$ cat config.mk
export PLATFORM = sky130hd
export DESIGN_NAME = http_image_body_extractor
export DESIGN_NICKNAME = d
export VERILOG_FILES = /design/src/hibe_pkg.sv /design/src/hibe_front.sv /design/src/hibe_queue.sv /design/src/hibe_back.sv /design/src/http_image_body_extractor.sv
export SDC_FILE = /design/constraint.sdc
export NUM_CORES = 1
export LEC_CHECK = 0
export ABC_AREA = 1
export BUFFER_PORTS_ARGS = -buffer_cell sky130_fd_sc_hd__buf_2
export CAP_MARGIN = 20
export CORE_UTILIZATION = 55
export CTS_CLUSTER_DIAMETER = 100
export CTS_CLUSTER_SIZE = 8
export DETAILED_ROUTE_END_ITERATION = 10
export PLACE_DENSITY_LB_ADDON = 0.1
export SLEW_MARGIN = 5
export SYNTH_ARGS = -nofsm -noshare
export SYNTH_HDL_FRONTEND = slang
export SYNTH_SLANG_ARGS = --single-unit
$ cat constraint.sdc
create_clock -name i_clk -period 11.3 [get_ports i_clk]
set_clock_uncertainty 0.2 [all_clocks]
set_input_delay 2.26 -clock i_clk [delete_from_list [all_inputs] [get_ports i_clk]]
set_output_delay 2.26 -clock i_clk [all_outputs]
set_load 0.03 [all_outputs]
$ cat src/hibe_pkg.sv
// ----------------------------------------------------------------------------
// HTTP body extractor package
// Shared types and constants for the header scanner, item queue and window
// back end.
// ----------------------------------------------------------------------------
package hibe_pkg;

    // result phase codes
    typedef enum logic [2:0] {
        PH_HEADER = 3'd0,
        PH_SKIP   = 3'd1,
        PH_PASS   = 3'd2,
        PH_DONE   = 3'd3,
        PH_ERROR  = 3'd4
    } t_phase;

    // classification of a queued byte
    typedef enum logic [1:0] {
        KIND_HDR  = 2'd0,
        KIND_END  = 2'd1,
        KIND_BODY = 2'd2,
        KIND_ERR  = 2'd3
    } t_item_kind;

    typedef enum logic [1:0] {
        FP_HEADER = 2'd0,
        FP_BODY   = 2'd1,
        FP_ERROR  = 2'd2
    } t_front_phase;

    typedef enum logic [1:0] {
        BK_IDLE = 2'd0,
        BK_DIV  = 2'd1,
        BK_MUL  = 2'd2
    } t_back_state;

    typedef struct packed {
        t_item_kind  kind;
        logic [7:0]  data;
    } t_q_item;

    typedef struct packed {
        logic        split_mode;
        logic [4:0]  partition_count;
        logic [3:0]  target_partition;
    } t_cfg;

    // configuration register indexes
    localparam logic [1:0] CFG_SPLIT_MODE  = 2'd0;
    localparam logic [1:0] CFG_PART_COUNT  = 2'd1;
    localparam logic [1:0] CFG_TARGET_PART = 2'd2;

    localparam int         QUEUE_DEPTH = 4;
    localparam int         NAME_LEN    = 14;
    localparam logic [4:0] NAME_END    = 5'd14;
    localparam logic [4:0] FOUND_POS   = 5'd16;
    localparam logic [7:0] CHAR_LF     = 8'h0A;
    localparam logic [7:0] CHAR_ZERO   = 8'h30;
    localparam logic [7:0] CHAR_NINE   = 8'h39;

    function automatic logic [7:0] name_char(input logic [3:0] idx);
        logic [7:0] c;
        case (idx)
            4'd0:    c = "C";
            4'd1:    c = "o";
            4'd2:    c = "n";
            4'd3:    c = "t";
            4'd4:    c = "e";
            4'd5:    c = "n";
            4'd6:    c = "t";
            4'd7:    c = "-";
            4'd8:    c = "L";
            4'd9:    c = "e";
            4'd10:   c = "n";
            4'd11:   c = "g";
            4'd12:   c = "t";
            4'd13:   c = "h";
            default: c = 8'h00;
        endcase
        return c;
    endfunction

endpackage

$ cat src/hibe_front.sv
// ----------------------------------------------------------------------------
// HTTP body extractor front end
// Accepts response bytes, scans the header for the length field and the
// blank line, and tags each byte for the back end.
// ----------------------------------------------------------------------------
module hibe_front
    import hibe_pkg::*;
#(
    parameter int LENGTH_BITS = 24
) (
    input  logic                   i_clk,
    input  logic                   i_rst_n,
    input  logic                   i_valid,
    input  logic [7:0]             i_data,
    output logic                   o_ready,
    input  logic                   i_q_full,
    output logic                   o_push,
    output t_q_item                o_item,
    output logic [LENGTH_BITS-1:0] o_content_length
);

    t_front_phase           r_phase, n_phase;
    logic [4:0]             r_match, n_match;
    logic                   r_digits, n_digits;
    logic [1:0]             r_line, n_line;
    logic [LENGTH_BITS-1:0] r_len, n_len;

    logic                   w_accept;
    logic                   w_blank_end;
    logic [LENGTH_BITS+3:0] w_scaled;

    assign o_ready          = !i_q_full;
    assign w_accept         = i_valid && o_ready;
    assign o_push           = w_accept;
    assign o_content_length = r_len;

    // len*10 + digit, never exceeds LENGTH_BITS+4 bits
    assign w_scaled = ({4'b0, r_len} << 3) + ({4'b0, r_len} << 1)
                    + (LENGTH_BITS+4)'(i_data - CHAR_ZERO);

    // header scan datapath
    always_comb begin
        n_match  = r_match;
        n_digits = r_digits;
        n_line   = r_line;
        n_len    = r_len;
        w_blank_end = 1'b0;
        if (w_accept && r_phase == FP_HEADER) begin
            if (r_match < NAME_END) begin
                if (i_data == name_char(r_match[3:0])) begin
                    n_match = r_match + 5'd1;
                end else begin
                    n_match = (i_data == name_char(4'd0)) ? 5'd1 : 5'd0;
                end
            end else if (r_match < FOUND_POS) begin
                n_match = r_match + 5'd1;
                if (r_match + 5'd1 == FOUND_POS) begin
                    n_digits = 1'b1;
                end
            end else if (r_digits) begin
                if (i_data >= CHAR_ZERO && i_data <= CHAR_NINE) begin
                    n_len = (w_scaled[LENGTH_BITS+3:LENGTH_BITS] != 4'd0) ?
                            '1 : w_scaled[LENGTH_BITS-1:0];
                end else begin
                    n_digits = 1'b0;
                end
            end
            if (i_data == CHAR_LF) begin
                n_line      = 2'd0;
                w_blank_end = (r_line == 2'd1);
            end else if (r_line < 2'd2) begin
                n_line = r_line + 2'd1;
            end
        end
    end

    // phase next state
    always_comb begin
        n_phase = r_phase;
        case (r_phase)
            FP_HEADER: begin
                if (w_blank_end) begin
                    n_phase = (n_len == '0) ? FP_ERROR : FP_BODY;
                end
            end
            FP_BODY:  n_phase = FP_BODY;
            FP_ERROR: n_phase = FP_ERROR;
            default:  n_phase = FP_ERROR;
        endcase
    end

    // item tagging
    always_comb begin
        o_item.data = i_data;
        case (r_phase)
            FP_HEADER: begin
                if (w_blank_end) begin
                    o_item.kind = (n_len == '0) ? KIND_ERR : KIND_END;
                end else begin
                    o_item.kind = KIND_HDR;
                end
            end
            FP_BODY:  o_item.kind = KIND_BODY;
            default:  o_item.kind = KIND_ERR;
        endcase
    end

    always_ff @(posedge i_clk) begin
        if (!i_rst_n) begin
            r_phase  <= FP_HEADER;
            r_match  <= 5'd0;
            r_digits <= 1'b0;
            r_line   <= 2'd0;
            r_len    <= '0;
        end else begin
            r_phase  <= n_phase;
            r_match  <= n_match;
            r_digits <= n_digits;
            r_line   <= n_line;
            r_len    <= n_len;
        end
    end

    a_error_sticky: assert property (@(posedge i_clk) disable iff (!i_rst_n)
        r_phase == FP_ERROR |=> r_phase == FP_ERROR)
        else $error("front left error phase");

    a_digits_after_name: assert property (@(posedge i_clk) disable iff (!i_rst_n)
        $rose(r_digits) |-> r_match == FOUND_POS)
        else $error("digit collection started before name and skip");

    a_len_frozen: assert property (@(posedge i_clk) disable iff (!i_rst_n)
        r_phase != FP_HEADER |=> $stable(r_len))
        else $error("length changed after header end");

endmodule

$ cat src/hibe_queue.sv
// ----------------------------------------------------------------------------
// HTTP body extractor item queue
// Short FIFO of tagged bytes between the front end and the back end.
// ----------------------------------------------------------------------------
module hibe_queue
    import hibe_pkg::*;
(
    input  logic    i_clk,
    input  logic    i_rst_n,
    input  logic    i_push,
    input  t_q_item i_item,
    output logic    o_full,
    input  logic    i_pop,
    output logic    o_valid,
    output t_q_item o_item
);

    localparam int PW = $clog2(QUEUE_DEPTH);

    t_q_item      r_mem [QUEUE_DEPTH];
    logic [PW-1:0] r_wr, r_rd;
    logic [PW:0]   r_count;

    assign o_full  = (r_count == (PW+1)'(QUEUE_DEPTH));
    assign o_valid = (r_count != '0);
    assign o_item  = r_mem[r_rd];

    always_ff @(posedge i_clk) begin
        if (i_push) begin
            r_mem[r_wr] <= i_item;
        end
    end

    always_ff @(posedge i_clk) begin
        if (!i_rst_n) begin
            r_wr    <= '0;
            r_rd    <= '0;
            r_count <= '0;
        end else begin
            if (i_push) begin
                r_wr <= r_wr + PW'(1);
            end
            if (i_pop) begin
                r_rd <= r_rd + PW'(1);
            end
            r_count <= r_count + (PW+1)'(i_push) - (PW+1)'(i_pop);
        end
    end

endmodule

$ cat src/hibe_back.sv
// ----------------------------------------------------------------------------
// HTTP body extractor back end
// Works out the image window at header end (in split mode a bit-serial divide,
// then one multiply) and passes the body bytes that fall inside it.
// ----------------------------------------------------------------------------
module hibe_back
    import hibe_pkg::*;
#(
    parameter int LENGTH_BITS = 24
) (
    input  logic                   i_clk,
    input  logic                   i_rst_n,
    input  t_cfg                   i_cfg,
    input  logic [LENGTH_BITS-1:0] i_content_length,
    input  logic                   i_q_valid,
    input  t_q_item                i_q_item,
    output logic                   o_pop,
    output logic                   o_valid,
    input  logic                   i_ready,
    output logic                   o_payload_valid,
    output logic [7:0]             o_payload_byte,
    output t_phase                 o_phase
);

    localparam int CW = $clog2(LENGTH_BITS);

    t_back_state            r_state, n_state;
    t_phase                 r_bphase, n_bphase;
    logic [LENGTH_BITS-1:0] r_body, n_body;
    logic [LENGTH_BITS-1:0] r_written, n_written;
    logic [LENGTH_BITS-1:0] r_size, n_size;
    logic [LENGTH_BITS-1:0] r_offset, n_offset;
    logic [LENGTH_BITS-1:0] r_quo, n_quo;
    logic [4:0]             r_rem, n_rem;
    logic [CW-1:0]          r_cnt, n_cnt;
    logic                   r_out_valid, n_out_valid;
    logic                   r_out_pvalid, n_out_pvalid;
    logic [7:0]             r_out_byte, n_out_byte;
    t_phase                 r_out_phase, n_out_phase;

    logic                   w_pop;
    logic                   w_split_end;
    logic [4:0]             w_divisor;
    logic [5:0]             w_trial;
    logic [LENGTH_BITS+3:0] w_prod;
    logic [LENGTH_BITS-1:0] w_body_inc;
    logic [LENGTH_BITS-1:0] w_written_inc;

    assign w_pop = (r_state == BK_IDLE) && i_q_valid && (!r_out_valid || i_ready);
    assign o_pop = w_pop;
    assign w_split_end = (i_q_item.kind == KIND_END) && i_cfg.split_mode;

    assign w_divisor = (i_cfg.partition_count == 5'd0) ? 5'd1 : i_cfg.partition_count;
    // remainder stays below the divisor, which may be as large as 31
    assign w_trial   = {r_rem, r_quo[LENGTH_BITS-1]};
    assign w_prod    = r_quo * {{LENGTH_BITS{1'b0}}, i_cfg.target_partition};

    assign w_body_inc    = (r_body == '1) ? r_body : r_body + 1'b1;
    assign w_written_inc = (r_written == '1) ? r_written : r_written + 1'b1;

    assign o_valid         = r_out_valid;
    assign o_payload_valid = r_out_pvalid;
    assign o_payload_byte  = r_out_byte;
    assign o_phase         = r_out_phase;

    // sequencer next state
    always_comb begin
        n_state = r_state;
        case (r_state)
            BK_IDLE: if (w_pop && w_split_end) begin
                n_state = BK_DIV;
            end
            BK_DIV: if (r_cnt == CW'(LENGTH_BITS - 1)) begin
                n_state = BK_MUL;
            end
            BK_MUL:  n_state = BK_IDLE;
            default: n_state = BK_IDLE;
        endcase
    end

    // datapath and result register
    always_comb begin
        n_bphase     = r_bphase;
        n_body       = r_body;
        n_written    = r_written;
        n_size       = r_size;
        n_offset     = r_offset;
        n_quo        = r_quo;
        n_rem        = r_rem;
        n_cnt        = r_cnt;
        n_out_valid  = r_out_valid && !i_ready;
        n_out_pvalid = r_out_pvalid;
        n_out_byte   = r_out_byte;
        n_out_phase  = r_out_phase;
        case (r_state)
            BK_IDLE: begin
                if (w_pop) begin
                    n_out_pvalid = 1'b0;
                    n_out_byte   = 8'h00;
                    case (i_q_item.kind)
                        KIND_HDR: begin
                            n_out_valid = 1'b1;
                            n_out_phase = PH_HEADER;
                        end
                        KIND_ERR: begin
                            n_out_valid = 1'b1;
                            n_out_phase = PH_ERROR;
                        end
                        KIND_END: begin
                            n_bphase  = PH_SKIP;
                            n_body    = '0;
                            n_written = '0;
                            if (i_cfg.split_mode) begin
                                n_quo = i_content_length;
                                n_rem = 5'd0;
                                n_cnt = '0;
                            end else begin
                                n_size      = i_content_length;
                                n_offset    = '0;
                                n_out_valid = 1'b1;
                                n_out_phase = PH_SKIP;
                            end
                        end
                        KIND_BODY: begin
                            n_out_valid = 1'b1;
                            case (r_bphase)
                                PH_SKIP: begin
                                    n_body = w_body_inc;
                                    if (r_body >= r_offset) begin
                                        if (r_written < r_size) begin
                                            n_out_pvalid = 1'b1;
                                            n_out_byte   = i_q_item.data;
                                            n_written    = w_written_inc;
                                            n_bphase = (w_written_inc >= r_size) ?
                                                       PH_DONE : PH_PASS;
                                        end else begin
                                            n_bphase = PH_DONE;
                                        end
                                    end
                                end
                                PH_PASS: begin
                                    if (r_written < r_size) begin
                                        n_out_pvalid = 1'b1;
                                        n_out_byte   = i_q_item.data;
                                        n_written    = w_written_inc;
                                        if (w_written_inc >= r_size) begin
                                            n_bphase = PH_DONE;
                                        end
                                    end else begin
                                        n_bphase = PH_DONE;
                                    end
                                end
                                default: n_bphase = PH_DONE;
                            endcase
                            n_out_phase = n_bphase;
                        end
                        default: n_out_valid = r_out_valid && !i_ready;
                    endcase
                end
            end
            BK_DIV: begin
                // restoring divide, one quotient bit per cycle
                if (w_trial >= {1'b0, w_divisor}) begin
                    n_rem = 5'(w_trial - {1'b0, w_divisor});
                    n_quo = {r_quo[LENGTH_BITS-2:0], 1'b1};
                end else begin
                    n_rem = w_trial[4:0];
                    n_quo = {r_quo[LENGTH_BITS-2:0], 1'b0};
                end
                n_cnt = r_cnt + CW'(1);
            end
            BK_MUL: begin
                n_size   = r_quo;
                n_offset = (w_prod[LENGTH_BITS+3:LENGTH_BITS] != 4'd0) ?
                           '1 : w_prod[LENGTH_BITS-1:0];
                n_out_valid  = 1'b1;
                n_out_pvalid = 1'b0;
                n_out_byte   = 8'h00;
                n_out_phase  = PH_SKIP;
            end
            default: n_out_valid = r_out_valid && !i_ready;
        endcase
    end

    always_ff @(posedge i_clk) begin
        if (!i_rst_n) begin
            r_state     <= BK_IDLE;
            r_bphase    <= PH_SKIP;
            r_body      <= '0;
            r_written   <= '0;
            r_size      <= '0;
            r_offset    <= '0;
            r_cnt       <= '0;
            r_out_valid <= 1'b0;
        end else begin
            r_state     <= n_state;
            r_bphase    <= n_bphase;
            r_body      <= n_body;
            r_written   <= n_written;
            r_size      <= n_size;
            r_offset    <= n_offset;
            r_cnt       <= n_cnt;
            r_out_valid <= n_out_valid;
        end
    end

    always_ff @(posedge i_clk) begin
        r_quo        <= n_quo;
        r_rem        <= n_rem;
        r_out_pvalid <= n_out_pvalid;
        r_out_byte   <= n_out_byte;
        r_out_phase  <= n_out_phase;
    end

    a_written_bound: assert property (@(posedge i_clk) disable iff (!i_rst_n)
        r_written <= r_size)
        else $error("more bytes passed than the window holds");

    a_payload_phase: assert property (@(posedge i_clk) disable iff (!i_rst_n)
        r_out_valid && r_out_pvalid |-> r_out_phase == PH_PASS || r_out_phase == PH_DONE)
        else $error("payload byte outside passing phase");

    a_mul_result: assert property (@(posedge i_clk) disable iff (!i_rst_n)
        r_state == BK_MUL |=> r_out_valid && r_out_phase == PH_SKIP)
        else $error("window computation gave no result");

endmodule

$ cat src/http_image_body_extractor.sv
// ----------------------------------------------------------------------------
// HTTP image body extractor
// Bytes of an HTTP response enter on the s_axis channel (tdata = byte).
// The header is scanned for the first Content-Length value; the blank line
// ends the header. Each input byte gives one result on m_axis: tuser is
// payload_valid, tdata[7:0] the byte (zero when not passed), tdata[10:8]
// the phase after the byte (header, skipping, passing, finished, error).
// Configuration: cfg_index 0 split mode, 1 partition count, 2 target slice;
// write only while no response is in flight.
// The result passes through the item queue and then the output register.
// Throughput is one byte per cycle, except that in split mode the
// header-end byte holds the back end for the bit-serial divide by the
// partition count and then the offset multiply; a four-entry queue keeps
// taking bytes meanwhile. When m_axis stalls the result register holds
// and the queue fills, then s_axis tready drops.
// Reset returns to header scan and restores default configuration; no
// clearing pass is needed.
// ----------------------------------------------------------------------------
module http_image_body_extractor
    import hibe_pkg::*;
#(
    parameter int LENGTH_BITS = 24
) (
    input  logic        i_clk,
    input  logic        i_rst_n,
    input  logic        s_axis_tvalid,
    output logic        s_axis_tready,
    input  logic [7:0]  s_axis_tdata,   // [7:0] data_byte
    output logic        m_axis_tvalid,
    input  logic        m_axis_tready,
    output logic [15:0] m_axis_tdata,   // [7:0] payload_byte, [10:8] phase
    output logic        m_axis_tuser,   // [0] payload_valid
    input  logic        i_cfg_valid,
    output logic        o_cfg_ready,
    input  logic [1:0]  i_cfg_index,
    input  logic [4:0]  i_cfg_data
);

    t_cfg                   r_cfg;
    logic                   w_push, w_full, w_pop, w_q_valid;
    t_q_item                w_push_item, w_pop_item;
    logic [LENGTH_BITS-1:0] w_content_length;
    logic [7:0]             w_byte;
    t_phase                 w_phase;

    assign o_cfg_ready = 1'b1;

    always_ff @(posedge i_clk) begin
        if (!i_rst_n) begin
            r_cfg.split_mode       <= 1'b0;
            r_cfg.partition_count  <= 5'd1;
            r_cfg.target_partition <= 4'd0;
        end else if (i_cfg_valid && o_cfg_ready) begin
            case (i_cfg_index)
                CFG_SPLIT_MODE:  r_cfg.split_mode       <= i_cfg_data[0];
                CFG_PART_COUNT:  r_cfg.partition_count  <= i_cfg_data;
                CFG_TARGET_PART: r_cfg.target_partition <= i_cfg_data[3:0];
                default:         r_cfg <= r_cfg;
            endcase
        end
    end

    hibe_front #(
        .LENGTH_BITS(LENGTH_BITS)
    ) u_front (
        .i_clk           (i_clk),
        .i_rst_n         (i_rst_n),
        .i_valid         (s_axis_tvalid),
        .i_data          (s_axis_tdata),
        .o_ready         (s_axis_tready),
        .i_q_full        (w_full),
        .o_push          (w_push),
        .o_item          (w_push_item),
        .o_content_length(w_content_length)
    );

    hibe_queue u_queue (
        .i_clk  (i_clk),
        .i_rst_n(i_rst_n),
        .i_push (w_push),
        .i_item (w_push_item),
        .o_full (w_full),
        .i_pop  (w_pop),
        .o_valid(w_q_valid),
        .o_item (w_pop_item)
    );

    hibe_back #(
        .LENGTH_BITS(LENGTH_BITS)
    ) u_back (
        .i_clk           (i_clk),
        .i_rst_n         (i_rst_n),
        .i_cfg           (r_cfg),
        .i_content_length(w_content_length),
        .i_q_valid       (w_q_valid),
        .i_q_item        (w_pop_item),
        .o_pop           (w_pop),
        .o_valid         (m_axis_tvalid),
        .i_ready         (m_axis_tready),
        .o_payload_valid (m_axis_tuser),
        .o_payload_byte  (w_byte),
        .o_phase         (w_phase)
    );

    assign m_axis_tdata = {5'b0, w_phase, w_byte};

endmodule
==> impl_metrics.csv <==
group,metric,value,unit
run_status,status,"finished, final reports clean",
critical_path,start_kind,"input port",
floorplanning,die_x,186,um
floorplanning,rows,67,
floorplanning,start_util,55.7,%
grt,grtUsageTotal,29.6,%
routing,via_per_inst,5.56,
clocking,cts_hold_buf,0,
floorplanning,die-height,186,um
clocking,htreeDepth,2,
placed_design,placed_area,19100,um2
power,cellPowerDensity,153,nW/um2
grt,grt_pass1_wl,80400,um
floorplanning,io-pin-count,40,
logic_synthesis,yosys_warnings,0,
power,p_sw_share,37.9,%
critical_path,path_buf_inv,3,
clocking,clock-sinks,248,
routing,route.detailed.drc,0,
placed_design,place_hpwl,38200,um
flow_run,maxCapViolations,0,
critical_path,ff2ff_path_depth,14,
placed_design,portBuffers,33,
grt,grt_pass1_vias,15644,
grt,grt_max_degree,55,
logic_synthesis,synth-seq-area-share,31.0,%
logic_synthesis,synth_seq_cells,248,
clocking,clock_path_buffers,3,
power,p_int,1920,uW
routing,drt-initial-drc-count,1231,
grt,antenna_found_initial,0,
min_path,hold_path.class,"flop to flop",
critical_path,crit_chain,"buf_2 -> or2_1 -> nor2_2 -> buf_8 -> fa_1 -> ha_1 -> nand2_1 -> inv_1 -> a21oi_1 -> nand2_1 -> nand2_1 -> nand3_1 -> nand2_1 -> nand2_1 -> nor2_4 -> nand3_1 -> nand2_1 -> nand2_1 -> nor2_1 -> nand2_1 -> nor2_2 -> nand2_1 -> o21ai_1",
layout,drive_gt1_share,5.64,%
sta,max_slew_margin,29.1,%
logic_synthesis,synthesis.area,18600,um2
critical_path,cpPeakStageDelay,0.46,ns
routing,drt_wl_total,50000,um
sta,finalCritPeriodShare,55.9,%
power,combPwrFrac,30.7,%
critical_path,crit_slowest_cell,"nor2_4",
min_path,min_to,"u_back.r_offset[6]$_SDFFE_PN0P_",
layout,n_antenna_cell,0,
logic_synthesis,avgSynthCellArea,7.37,um2
critical_path,critPathKind,"input port to flop",
floorplanning,die_area,34600,um2
clocking,numCtsBuffers,37,
clocking,cts-root-buf,"clkbuf_16",
sta,rsz0062_at_grt,"no",
clocking,clk_pin_slew,0.05,ns
grt,overflow,0,
clocking,cts_tree,"yes",
layout,finalNetCount,2782,
placed_design,place_congestion,0.940,
min_path,hold_start,"u_back.r_offset[6]$_SDFFE_PN0P_",
sta,tightest_slew,1.06,ns
min_path,hold_depth,2,
power,seqPwrFrac,36.3,%
routing,drtAntennaViolNets,0,
sta,finalSetupViolCount,0,
critical_path,cp-end-kind,"flop",
critical_path,crit_family,"simple AND/OR/NAND/NOR gates",
routing,drt_first_pass_iters,5,
clocking,postCtsSetupBuffers,0,
critical_path,reg2reg_slack,6.24,ns
logic_synthesis,synth_flop_cell,"dfxtp_1",
routing,avgRoutedWirePerCell,16.7,um
critical_path,crit_arrival,6.45,ns
critical_path,cp_common_cell,"nand2_1",
clocking,clock_latency,0.53,ns
power,p_switching,1170,uW
critical_path,critPathMaxFanout,24,
critical_path,crit_required,11.44,ns
sta,drv_slew,0,
layout,final_cell_area,20200,um2
sta,fmax,158,MHz
routing,vias,16660,
logic_synthesis,synth_edf_count,81,
layout,syn_to_final_growth,8.43,%
sta,fin_crit,6.31,ns
critical_path,reg2reg_from,"r_cfg[3]$_SDFFE_PN0P_",
floorplanning,core_area,33400,um2
power,power_leakage,0.00951,uW
logic_synthesis,syn_inst,2525,
sta,hold_viol,0,
clocking,cts_resized,0,
power,clkPwrFrac,32.9,%
power,peakVddDrop,0.126,mV
sta,timing.setup.tns,0,ns
logic_synthesis,synth.distinct_cells,55,
critical_path,r2r_end,"u_back.r_offset[17]$_SDFFE_PN0P_",
logic_synthesis,synthArstFlopShare,0,%
[cell families after synthesis]
| kind of cell | count (synthesis) | synth area share (%) |
|---|---|---|
| AOI/OAI and AO/OA | 420 | 12.5 |
| xor gates and xnor gates | 64 | 3.01 |
| adders and majority gates | 230 | 18.2 |
| buffers and inverters | 480 | 10.0 |
| DFF | 248 | 31.0 |
| muxes | 1 | 0.0538 |
| other | 2 | 0.0403 |
| and+or+nand+nor | 1080 | 25.1 |
[layout make-up]
cell class / count / area [um2]
tap: 448 / 561
sequential: 248 / 5780
clock buffer: 53 / 986
timing repair buffer: 46 / 290
fill: 3144 / 13300
multi-input combinational: 1801 / 11000
clock inverter: 5 / 75.1
inverter: 398 / 1490
[per-stage QoR]
stage	total power (uW)	std cells	setup slack (ns)	hold slack, ns	utilization (%)
5_1_grt	3260	2999	4.76	0.278	60.3
3_5_place_dp	2080	2940	4.53	0.258	57.1
3_3_place_gp	2060	2939	4.21	0.256	57.0
4_1_cts	3100	2998	5.06	0.265	60.3
2_1_floorplan	1780	2529	4.75	0.231	-
6_report	3090	2999	4.99	0.264	60.3
[worst register-to-register path, delay by kind of cell, from the launching register on]
kind            cells  cell delay, ns
simple gates        5            1.25
compound gates      4            0.83
buf+inv             1            0.06
xor+xnor            1            0.18
flops               1            0.94
fa+ha+maj           3            1.45
[layout by cell type, fill, tap and decap left out, types with 45 or more instances in the layout]
| cell | count |
|---|---|
| xor2_1 | 45 |
| nand2_1 | 601 |
| nor2_1 | 177 |
| dfxtp_1 | 167 |
| nor3_1 | 45 |
| o21ai_0 | 129 |
| fa_1 | 69 |
| nand4_1 | 66 |
| inv_1 | 391 |
| a21oi_1 | 183 |
| nand3_1 | 123 |
| edfxtp_1 | 81 |
| ha_1 | 161 |
[synth_stat cells (6+ instances only)]
cell type | n | area [um2]
nand2_1 | 601 | 2260
inv_1 | 392 | 1470
a21oi_1 | 184 | 921
nor2_1 | 181 | 679
dfxtp_1 | 167 | 3340
ha_1 | 161 | 2010
o21ai_0 | 129 | 646
nand3_1 | 123 | 616
edfxtp_1 | 81 | 2430
fa_1 | 69 | 1380
nand4_1 | 66 | 413
clkbuf_1 | 63 | 236
nor3_1 | 45 | 225
xor2_1 | 45 | 394
a31oi_1 | 37 | 231
xnor2_1 | 19 | 166
a211oi_1 | 13 | 97.6
nand2_2 | 12 | 75.1
nor4_1 | 12 | 75.1
nor2_2 | 10 | 62.6
o211ai_1 | 10 | 75.1
a21o_1 | 7 | 52.6
buf_4 | 7 | 52.6
buf_2 | 6 | 30.0
o21a_1 | 6 | 45.0
o21bai_1 | 6 | 45.0
[per-layer routing]
layer  GRT usage, %  vias to the layer above  wire [um]
li1               -                     8277          -
met1           39.6                     7809      22000
met2           49.8                      492      23800
met3           3.91                       82       3060
met4           8.43                        0       1110
met5              0                        -          0
[registers in the layout, summed over array words and instances, names as in the netlist, named ones only]
name / cells
u_front.r_digits: 1
u_queue.r_count: 3
u_back.r_quo: 24
u_front.r_line: 2
u_queue.r_wr: 2
u_back.o_payload_valid: 1
u_back.o_valid: 1
u_back.r_body: 24
u_back.r_rem: 5
u_front.r_match: 5
r_cfg: 10
u_back.r_offset: 24
u_front.r_phase: 2
u_queue.r_rd: 2
u_back.r_state: 2
u_back.o_payload_byte: 8
u_queue.r_mem: 40
u_front.o_content_length: 24
u_back.r_size: 24
u_back.r_written: 24
u_back.o_phase: 3
u_back.r_bphase: 3
u_back.r_cnt: 5
[how the worst max path moves through the flow]
stage,start,endpoint,slack [ns],depth (start not counted)
floorplan,s_axis_tdata[7],u_queue.r_mem[0][9]$_DFFE_PP_,4.75,22
global placement,s_axis_tdata[7],u_queue.r_mem[0][9]$_DFFE_PP_,4.21,22
detailed placement,s_axis_tdata[7],u_queue.r_mem[3][9]$_DFFE_PP_,4.53,23
CTS,s_axis_tdata[7],u_queue.r_mem[3][9]$_DFFE_PP_,5.06,23
global route,s_axis_tdata[7],u_queue.r_mem[3][9]$_DFFE_PP_,4.76,23
finish,s_axis_tdata[7],u_queue.r_mem[2][9]$_DFFE_PP_,4.99,23
[power by group through the flow]
stage	Clock (uW)	Combinational, uW	Sequential (uW)
after detailed placement	0	944	1140
after floorplan	0	636	1150
final	1020	949	1120
after global routing	1070	1060	1130
after global placement	0	922	1130
after CTS	1030	951	1120
Power figures use the tool's default switching activity.
